$ cat config.mk
export PLATFORM = sky130hd
export DESIGN_NAME = rasst_ctrl
export DESIGN_NICKNAME = d
export VERILOG_FILES = /design/src/sv/rasst_pkg.sv /design/src/sv/rasst_ctrl.sv
export SDC_FILE = /design/constraint.sdc
export NUM_CORES = 1
export LEC_CHECK = 0
export BUFFER_PORTS_ARGS = -buffer_cell sky130_fd_sc_hd__buf_2
export CORE_MARGIN = 5
export CORE_UTILIZATION = 60
export DETAILED_ROUTE_END_ITERATION = 10
export PLACE_DENSITY = 0.78
export SLEW_MARGIN = 20
export SYNTH_ARGS = -nofsm -noshare
export SYNTH_HDL_FRONTEND = slang
export SYNTH_SLANG_ARGS = --single-unit
$ cat constraint.sdc
create_clock -name clk -period 17.4 [get_ports clk]
set_input_delay 2.61 -clock clk [delete_from_list [all_inputs] [get_ports clk]]
set_output_delay 2.61 -clock clk [all_outputs]
set_load 0.02 [all_outputs]
$ cat src/sv/rasst_pkg.sv
// Shared types and constants of the range assign/add/sum tree unit.
// No dependencies; every other file but rasst_ram refers to it by scoped names.
`default_nettype none
package rasst_pkg;

  localparam int SUM_W = 64;
  localparam int TAG_W = 2 * SUM_W + 1;   // {assign flag, assign value, pending add}
  localparam int CFG_W = 11;
  localparam int RIDX_W = 10;             // width of the range index fields
  localparam int DEF_MAX_ELEMENTS = 1024;
  localparam logic [CFG_W-1:0] USED_SIZE_RST = 11'd1024;

  localparam logic [1:0] ACT_ASSIGN = 2'd0;
  localparam logic [1:0] ACT_ADD    = 2'd1;
  localparam logic [1:0] ACT_QUERY  = 2'd2;
  localparam logic [1:0] ACT_RSVD   = 2'd3;

  typedef struct packed {
    logic clr;         // write zero records
    logic wr_sum;      // write sum store
    logic wr_tag;      // write tag store
    logic pull;        // sum write = left + right child sums
    logic par_wr;      // tag write = parent tags with add and flag cleared
    logic ld_item;     // capture operand, clear accumulator
    logic ld_rec;      // capture node record from the stores
    logic ld_par;      // capture parent tags from the tag store
    logic ld_src_item; // tag source from the item
    logic ld_src_par;  // tag source from the parent
    logic item_asg;
    logic item_add;
    logic mul_val;     // product = source assign value * length
    logic mul_add;     // product = source add * length
    logic app_asg;
    logic app_add;
    logic acc_add;     // accumulator += node sum
    logic ld_left;     // hold left child sum
    logic ld_out;
    logic out_bad;
  } dp_cmd_t;

endpackage
`default_nettype wire

$ cat src/sv/rasst_ctrl.sv
// Controller: clearing sweep, walk sequencer with its descent stack, handshakes.
// Uses rasst_pkg; drives rasst_dp through dp_cmd_t.
`default_nettype none
module rasst_ctrl #(
  parameter int MAX_ELEMENTS = rasst_pkg::DEF_MAX_ELEMENTS,
  localparam int IW  = $clog2(MAX_ELEMENTS),
  localparam int LW  = IW + 1,
  localparam int NAW = IW + 2
) (
  input  wire logic                            clk,
  input  wire logic                            rst,
  input  wire logic                            in_valid,
  output logic                                 in_stall,
  input  wire logic [1:0]                      action,
  input  wire logic [rasst_pkg::RIDX_W-1:0]    range_low,
  input  wire logic [rasst_pkg::RIDX_W-1:0]    range_high,
  input  wire logic                            cfg_wr_en,
  input  wire logic [rasst_pkg::CFG_W-1:0]     cfg_wr_data,
  output logic                                 out_valid,
  input  wire logic                            out_stall,
  output rasst_pkg::dp_cmd_t                   cmd,
  output logic      [NAW-1:0]                  addr,
  output logic      [LW-1:0]                   len
);

  localparam int NODES = 4 * MAX_ELEMENTS;
  localparam int STK   = IW + 1;
  localparam int SIW   = $clog2(STK);
  localparam int SPW   = $clog2(STK + 1);

  localparam logic [4:0] S_CLEAR  = 5'd0;
  localparam logic [4:0] S_IDLE   = 5'd1;
  localparam logic [4:0] S_VISIT  = 5'd2;
  localparam logic [4:0] S_COV_RD = 5'd3;
  localparam logic [4:0] S_COV_LD = 5'd4;
  localparam logic [4:0] S_TA_M1  = 5'd5;
  localparam logic [4:0] S_TA_A1  = 5'd6;
  localparam logic [4:0] S_TA_M2  = 5'd7;
  localparam logic [4:0] S_TA_A2  = 5'd8;
  localparam logic [4:0] S_TA_WR  = 5'd9;
  localparam logic [4:0] S_PD_RDP = 5'd10;
  localparam logic [4:0] S_PD_LDP = 5'd11;
  localparam logic [4:0] S_PD_RDC = 5'd12;
  localparam logic [4:0] S_PD_LDC = 5'd13;
  localparam logic [4:0] S_PD_WRP = 5'd14;
  localparam logic [4:0] S_PU_RDL = 5'd15;
  localparam logic [4:0] S_PU_RDR = 5'd16;
  localparam logic [4:0] S_PU_WR  = 5'd17;
  localparam logic [4:0] S_POP    = 5'd18;
  localparam logic [4:0] S_DONE   = 5'd19;

  localparam logic [1:0] PH_ENTER = 2'd0;
  localparam logic [1:0] PH_LEFT  = 2'd1;
  localparam logic [1:0] PH_RIGHT = 2'd2;
  localparam logic [1:0] PH_PULL  = 2'd3;

  logic [4:0]                      state;
  logic [NAW-1:0]                  clr_cnt;
  logic [rasst_pkg::CFG_W-1:0]     used_size;
  logic [1:0]                      act;
  logic [rasst_pkg::RIDX_W-1:0]    lo, hi;
  logic                            bad;
  logic                            in_pd, child;
  logic [IW-1:0]                   cur_l, cur_r;
  logic [NAW-1:0]                  cur_i;
  logic [1:0]                      cur_ph;
  logic [SPW-1:0]                  sp;
  logic [IW-1:0]                   stk_l [STK];
  logic [IW-1:0]                   stk_r [STK];
  logic [NAW-1:0]                  stk_i [STK];
  logic [1:0]                      stk_ph [STK];

  logic [LW-1:0]  n_eff, mid_w, left_len, right_len, cov_len;
  logic [IW-1:0]  mid;
  logic           covered, go_left, go_right, item_bad;
  logic [NAW-1:0] left_i, right_i;
  logic [SIW-1:0] top;

  always_comb begin
    if (32'(used_size) > MAX_ELEMENTS) begin
      n_eff = LW'(MAX_ELEMENTS);
    end else begin
      n_eff = LW'(used_size);
    end
  end

  assign item_bad = (action == rasst_pkg::ACT_RSVD) || (n_eff == '0) ||
                    (range_low > range_high) || (32'(range_high) >= 32'(n_eff));
  assign mid_w     = (LW'(cur_l) + LW'(cur_r)) >> 1;
  assign mid       = mid_w[IW-1:0];
  assign left_len  = mid_w - LW'(cur_l) + LW'(1);
  assign right_len = LW'(cur_r) - mid_w;
  assign cov_len   = LW'(cur_r) - LW'(cur_l) + LW'(1);
  assign covered   = (32'(lo) <= 32'(cur_l)) && (32'(cur_r) <= 32'(hi));
  assign go_left   = 32'(lo) <= 32'(mid);
  assign go_right  = 32'(hi) > 32'(mid);
  assign left_i    = {cur_i[NAW-2:0], 1'b0};
  assign right_i   = {cur_i[NAW-2:0], 1'b1};
  assign top       = SIW'(sp - SPW'(1));
  assign in_stall  = (state != S_IDLE);

  // Address and command decode.
  always_comb begin
    cmd  = '0;
    addr = cur_i;
    len  = cov_len;
    unique case (state)
      S_CLEAR: begin
        addr = clr_cnt;
        cmd.clr = 1'b1;
        cmd.wr_sum = 1'b1;
        cmd.wr_tag = 1'b1;
      end
      S_IDLE:   cmd.ld_item = in_valid;
      S_COV_LD: begin
        if (act == rasst_pkg::ACT_QUERY) begin
          cmd.acc_add = 1'b1;
        end else begin
          cmd.ld_rec = 1'b1;
          cmd.ld_src_item = 1'b1;
          cmd.item_asg = (act == rasst_pkg::ACT_ASSIGN);
          cmd.item_add = (act == rasst_pkg::ACT_ADD);
        end
      end
      S_TA_M1:  cmd.mul_val = 1'b1;
      S_TA_A1:  cmd.app_asg = 1'b1;
      S_TA_M2:  cmd.mul_add = 1'b1;
      S_TA_A2:  cmd.app_add = 1'b1;
      S_TA_WR: begin
        addr = in_pd ? (child ? right_i : left_i) : cur_i;
        cmd.wr_sum = 1'b1;
        cmd.wr_tag = 1'b1;
      end
      S_PD_LDP: cmd.ld_par = 1'b1;
      S_PD_RDC: addr = child ? right_i : left_i;
      S_PD_LDC: begin
        addr = child ? right_i : left_i;
        len = child ? right_len : left_len;
        cmd.ld_rec = 1'b1;
        cmd.ld_src_par = 1'b1;
      end
      S_PD_WRP: begin
        cmd.wr_tag = 1'b1;
        cmd.par_wr = 1'b1;
      end
      S_PU_RDL: addr = left_i;
      S_PU_RDR: begin
        addr = right_i;
        cmd.ld_left = 1'b1;
      end
      S_PU_WR: begin
        cmd.wr_sum = 1'b1;
        cmd.pull = 1'b1;
      end
      S_DONE: begin
        cmd.ld_out = !out_valid || !out_stall;
        cmd.out_bad = bad;
      end
      default: ;
    endcase
  end

  always_ff @(posedge clk) begin
    if (rst) begin
      state     <= S_CLEAR;
      clr_cnt   <= '0;
      used_size <= rasst_pkg::USED_SIZE_RST;
      out_valid <= 1'b0;
      sp        <= '0;
      in_pd     <= 1'b0;
      child     <= 1'b0;
    end else begin
      if (cfg_wr_en) begin
        used_size <= cfg_wr_data;
      end
      if ((state == S_DONE) && (!out_valid || !out_stall)) begin
        out_valid <= 1'b1;
      end else if (out_valid && !out_stall) begin
        out_valid <= 1'b0;
      end
      unique case (state)
        S_CLEAR: begin
          clr_cnt <= clr_cnt + NAW'(1);
          if (clr_cnt == NAW'(NODES - 1)) begin
            state <= S_IDLE;
          end
        end
        S_IDLE: begin
          if (in_valid) begin
            act   <= action;
            lo    <= range_low;
            hi    <= range_high;
            bad   <= item_bad;
            sp    <= '0;
            cur_l <= '0;
            cur_r <= IW'(n_eff - LW'(1));
            cur_i <= NAW'(1);
            cur_ph <= PH_ENTER;
            state <= item_bad ? S_DONE : S_VISIT;
          end
        end
        S_VISIT: begin
          unique case (cur_ph)
            PH_ENTER: state <= covered ? S_COV_RD : S_PD_RDP;
            PH_LEFT: begin
              if (go_left) begin
                stk_l[sp[SIW-1:0]]  <= cur_l;
                stk_r[sp[SIW-1:0]]  <= cur_r;
                stk_i[sp[SIW-1:0]]  <= cur_i;
                stk_ph[sp[SIW-1:0]] <= PH_RIGHT;
                sp     <= sp + SPW'(1);
                cur_r  <= mid;
                cur_i  <= left_i;
                cur_ph <= PH_ENTER;
              end else begin
                cur_ph <= PH_RIGHT;
              end
            end
            PH_RIGHT: begin
              if (go_right) begin
                stk_l[sp[SIW-1:0]]  <= cur_l;
                stk_r[sp[SIW-1:0]]  <= cur_r;
                stk_i[sp[SIW-1:0]]  <= cur_i;
                stk_ph[sp[SIW-1:0]] <= PH_PULL;
                sp     <= sp + SPW'(1);
                cur_l  <= mid + IW'(1);
                cur_i  <= right_i;
                cur_ph <= PH_ENTER;
              end else begin
                cur_ph <= PH_PULL;
              end
            end
            PH_PULL: state <= (act == rasst_pkg::ACT_QUERY) ? S_POP : S_PU_RDL;
            default: ;
          endcase
        end
        S_COV_RD: state <= S_COV_LD;
        S_COV_LD: begin
          in_pd <= 1'b0;
          state <= (act == rasst_pkg::ACT_QUERY) ? S_POP : S_TA_M1;
        end
        S_TA_M1: state <= S_TA_A1;
        S_TA_A1: state <= S_TA_M2;
        S_TA_M2: state <= S_TA_A2;
        S_TA_A2: state <= S_TA_WR;
        S_TA_WR: begin
          if (!in_pd) begin
            state <= S_POP;
          end else if (!child) begin
            child <= 1'b1;
            state <= S_PD_RDC;
          end else begin
            state <= S_PD_WRP;
          end
        end
        S_PD_RDP: state <= S_PD_LDP;
        S_PD_LDP: begin
          in_pd <= 1'b1;
          child <= 1'b0;
          state <= S_PD_RDC;
        end
        S_PD_RDC: state <= S_PD_LDC;
        S_PD_LDC: state <= S_TA_M1;
        S_PD_WRP: begin
          in_pd  <= 1'b0;
          cur_ph <= PH_LEFT;
          state  <= S_VISIT;
        end
        S_PU_RDL: state <= S_PU_RDR;
        S_PU_RDR: state <= S_PU_WR;
        S_PU_WR:  state <= S_POP;
        S_POP: begin
          if (sp == '0) begin
            state <= S_DONE;
          end else begin
            cur_l  <= stk_l[top];
            cur_r  <= stk_r[top];
            cur_i  <= stk_i[top];
            cur_ph <= stk_ph[top];
            sp     <= sp - SPW'(1);
            state  <= S_VISIT;
          end
        end
        S_DONE: begin
          if (!out_valid || !out_stall) begin
            state <= S_IDLE;
          end
        end
        default: state <= S_CLEAR;
      endcase
    end
  end

  a_stack_bound: assert property (@(posedge clk) disable iff (rst)
    32'(sp) <= STK) else $error("walk stack overflow");

  a_clear_blocks_input: assert property (@(posedge clk) disable iff (rst)
    (state == S_CLEAR) |-> in_stall) else $error("item taken during clearing sweep");

  a_no_root_zero_write: assert property (@(posedge clk) disable iff (rst)
    ((cmd.wr_sum || cmd.wr_tag) && !cmd.clr) |-> (addr != '0))
    else $error("walk wrote node zero");

  a_done_loads_output: assert property (@(posedge clk) disable iff (rst)
    cmd.ld_out |=> out_valid) else $error("result load without valid");

endmodule
`default_nettype wire
Word level (Yosys, flattened, before mapping)
Memories as Yosys holds them, arrays and structs flattened. Index checks and enable logic that the tools add are counted.

Flip-flop bits (word level): 92. RAM bits: 363. Output and inout bits: 45. Logic and storage cells: 199. Memories: 4.

Add/subtract/negate cells: 11. Magnitude comparators: 7. Equality and inequality tests: 40. Muxes and demuxes: 86. Bitwise gates (word level): 5. Reductions and logical operators: 31.

Memories: stk_i (words 11, width 12, read ports 1, clocked after Yosys merged registers in 0, wr ports 1, line rasst_ctrl.sv:70) `logic [NAW-1:0] stk_i [STK];`; stk_l (words 11, width 10, read ports 1, clocked after Yosys merged registers in 0, wr ports 1, line rasst_ctrl.sv:68) `logic [IW-1:0] stk_l [STK];`; stk_r (words 11, width 10, read ports 1, clocked after Yosys merged registers in 0, wr ports 1, line rasst_ctrl.sv:69) `logic [IW-1:0] stk_r [STK];`; stk_ph (words 11, width 1, read ports 1, clocked after Yosys merged registers in 0, wr ports 1, line rasst_ctrl.sv:71) `logic [1:0] stk_ph [STK];`.

Operators by type and width (number): two-way mux 10 bit (10); one-hot mux 5 bit (20 select lines) (1); two-way mux 12 bit (6); one-hot mux 10 bit (3 select lines) (2); one-hot mux 12 bit (5 select lines) (1); equality test 5 x 4 -> 1 bit (second input constant) (8); two-way mux 5 bit (8); one-hot mux 12 bit (3 select lines) (1); two-way mux 11 bit (3); subtractor 10 x 10 -> 11 bit (3); two-way mux 1 bit (32); <= comparator 10 bit (3); one-hot mux 12 bit (2 select lines) (1); adder 11 x 1 -> 11 bit (second input constant) (2); equality test 5 x 3 -> 1 bit (second input constant) (4); equality test 5 bit (second input constant) (4); greater-than comparator 10 bit (2); two-way mux 4 bit (5); AND reduction 6 bit (3); two-way mux 2 bit (8); != test 2 bit (second input constant) (7); adder 12 x 1 -> 12 bit (second input constant) (1); equality test 12 bit (second input constant) (1); one-hot mux 4 bit (3 select lines) (1); 40 further kinds (63).

Depth between registers and ports, before layout
Word-level depth: 9. Gate-level depth with buffers: 18. Mapped depth without buffers: 18.

Least setup slack after synthesis
No wires, ideal clock.

Kind: reg2out. From: register cur_l[4]. To: output len[9]. Data arrival time: 4.238 ns. Path slack: 10.552 ns. Cell stages (with the launch flop): 17. Path buffers: 0. Cells stage by stage: edfxtp_1 > inv_1 > ha_1 > nor3_1 > a21boi_1 > o21ai_0 > a21oi_1 > nor2_1 > xor2_1 > inv_1 > ha_1 > a21oi_1 > a21oi_1 > maj3_1 > maj3_1 > xnor2_1 > o311ai_1.

Cells in the longest elaborated chain, start to end: 5. Elaborated cells on any way between the ends: 8. Classes of those cells: 6 x add/sub; 2 x mux.

RTL lines: from (decl) (line rasst_ctrl.sv:64) `logic [IW-1:0] cur_l, cur_r;`; from (signal assigned) (line rasst_ctrl.sv:226) `cur_l <= mid + IW'(1);`; from (signal assigned) (line rasst_ctrl.sv:276) `cur_l <= stk_l[top];`; adder 10 x 10 -> 11 bit (line rasst_ctrl.sv:89) `assign mid_w = (LW'(cur_l) + LW'(cur_r)) >> 1;`; subtractor 10 x 10 -> 11 bit (line rasst_ctrl.sv:91) `assign left_len = mid_w - LW'(cur_l) + LW'(1);`; adder 11 x 1 -> 11 bit (line rasst_ctrl.sv:91); two-way mux 11 bit (line rasst_ctrl.sv:138) `len = child ? right_len : left_len;`; two-way mux 11 bit * (line rasst_ctrl.sv:107) `unique case (state)`; to (decl) (line rasst_ctrl.sv:23) `output logic [LW-1:0] len`.

Every way passes the cells marked *; elsewhere a longest branch is shown, timed or not.

Worst setup path in the final report
From: register cur_l[2]. To: output len[9].

Same word-level chain as after synthesis.

==> metrics.txt <==
most frequent cell after synthesis edfxtp_1; post-route minimum period 8343 ps; Synth Area in XOR/XNOR 2.445%; final std cells w/o fill 2,257; final hold slack 511.1 ps; pwr dens 85.91 nW/µm²; postcts setup bufs 0; Synth async-reset ratio 0%; synthesized instance count 1,667; first-pass GRT wire length 84,860 µm; core area 36,700 µm²; Final TNS setup 0 ps; fin crit share 47.95%; DRC Markers 0; GRT Util Overall 26.72%; Worst IR Drop VDD 0.07137 mV; post-synth cell types 80; GRT overflow 0; Die Ht 202.8 µm; EDFF count, synth 420; Main synth FF type edfxtp_1; hold crit path type flop to flop; initial core utilization 60.80%; # Max-Cap Violations 0; CTS clk-pin slew, worst paths 60 ps; Syn Area/Cell 13.38 µm²; DPL Wire Length 35,720 µm; Chip Width 202.8 µm; reg2reg path depth 19; Synth top cells by count edfxtp_1, nor2_1, ha_1; final core occ 67.54%; # fillers 2,471; final WL 55,220 µm; Site Rows 70; Layout Skew 16.82 ps; worst-path maximum fanout 13; Yosys reg bits 455; share of layout cells above drive strength 1 16.05%; flop-to-flop setup slack 11,110 ps; Hold Crit Start out_valid; Placed Area 23,400 µm²; setup ws final 9057 ps; worst hold endpoint out_valid; vias in the first global route 14,547; antenna violations before repair 0; H-tree Lvls 2; Worst Tran Pin Value 986.6 ps; routed length per instance 24.46 µm; pin count of the biggest net entering global routing 66; number of vias per cell 6.498; hold buffer count at CTS 0; complex-gate fraction of the synthesized area 9.454%; mux contribution to synthesized area 10.39%; Syn-to-layout area delta 11.08%; synth top area cells edfxtp_1, mux4_2, ha_1, mux2i_1, dfxtp_1; fin nets 1,912; clock root buffer clkbuf_16; final slew viol count 0; top-area cell type share of the netlist area 56.52%; Rel. slew slack 34.23%; DRT antenna net count 0; CTS Buf Count 45; Design Power 2.129 mW; DP Worst Slack 9747 ps; Bufs on Longest Clock Path 3; RSZ-0062 raised after global routing false; Setup crit end kind primary output; final setup vio count 0; clk_lat worst skew 560 ps; reg2reg start cur_l[4]; Hold Path Cell Cnt 2; TritonCTS clock tree yes; drt pass-1 iters 8; startpoint class of the critical path flop; LEAKAGE 8.959 nW; CTS Sinks 455; status finished, final reports clean; crit path from cur_l[2]; WS Path Type flop to primary output; drt initial violations 1,524; Syn Nets 1,824; Hold Fails Final Rpt 0; largest family of logic cells by synthesized area multiplexers; worst endpoint data arrival time 5730 ps; adder-cell share of the synthesized area 6.942%; PostCTS Resize Cnt 0; fmax 119.9 MHz; Post-Synth Simple-Gate Area 8.277%; cell accounting for the most synthesized area edfxtp_1; post-synthesis cell area 22,310 µm²; RePlAce Congestion 0.9463; Boundary Pins 83; placed cell count 2,176; PortBufs 82; worst path required time 14,790 ps; sequential share of the synthesized area 59.66%; vias 14,665; die area 41,140 µm²; Critical R2R Capture stk_l[6][8]; Syn. warnings 0; Finished Cell Area 24,790 µm²
[sequential cells by signal, summed over array words and instances (netlist names)]
signal / cells
out_valid: 1
sp: 4
act: 2
stk_r: 110
clr_cnt: 12
cur_r: 10
cur_l: 10
state: 5
child: 1
cur_i: 12
stk_l: 110
cur_ph: 2
lo: 10
used_size: 11
stk_i: 132
stk_ph: 11
bad: 1
hi: 10
in_pd: 1
[cell families after synthesis]
logic type	after synthesis
AO/OA/AOI/OAI	327
XOR/XNOR	56
adder cells (fa/ha/maj)	122
buffers and inverters	166
flip-flops	455
multiplexers	147
AND/OR/NAND/NOR	394
[placed cells by master, fill, tap and decap left out, types with 20 or more instances in the layout]
cell,n
ha_1,114
xnor2_1,33
a21oi_1,90
nand2_1,94
mux4_2,67
o21ai_0,85
dfxtp_1,34
buf_4,30
nand3_1,31
buf_2,82
mux2i_1,76
edfxtp_1,420
nor2b_1,20
a21o_1,21
clkbuf_16,45
nand2b_1,26
nor2_1,123
inv_1,94
nor3_1,30
[metal layers]
layer	GRT usage [%]	part of all wire (%)
met5	0	0
met4	8.681	3.1
met3	4.552	8.2
met2	43.49	48
met1	37.29	40
[worst max-delay path by stage]
| stage | endpoint | slack (ps) |
|---|---|---|
| finish | len[9] | 9060 |
| global route | len[9] | 8700 |
| CTS | len[9] | 9160 |
| detailed placement | len[9] | 9750 |
| global placement | len[9] | 9940 |
| floorplan | len[9] | 10550 |
[critical path, stage by stage (launching register included)]
cell and delay, ps:
edfxtp_1 580, inv_1 160, ha_1 410, nand2b_1 210, a221oi_2 390, o21ai_0 130
nand2_1 90, xor2_1 590, inv_1 100, ha_1 300, ha_1 340, a21boi_0 150
o21ai_0 230, a21boi_0 150, o21a_1 200, o21ai_0 180, or4b_2 610, o311ai_1 120
buf_2 230
[cell type report]
cell class	instances	area (µm²)	area share [%]
clock inverters	18	138.9	0.5604
flip-flops and latches	455	13320	53.73
repair buffers	112	635.6	2.564
diodes	1	2.502	0.01010
well taps	468	585.6	2.363
clock buffers	62	1237	4.993
inverters	95	356.6	1.439
multi-input cells	1046	8512	34.34
[report_power, final]
group,internal [mW],switching [mW]
Sequential,1.18,0.00344
Combinational,0.0162,0.0191
Clock,0.515,0.396
(Power assumes the default switching activity.)
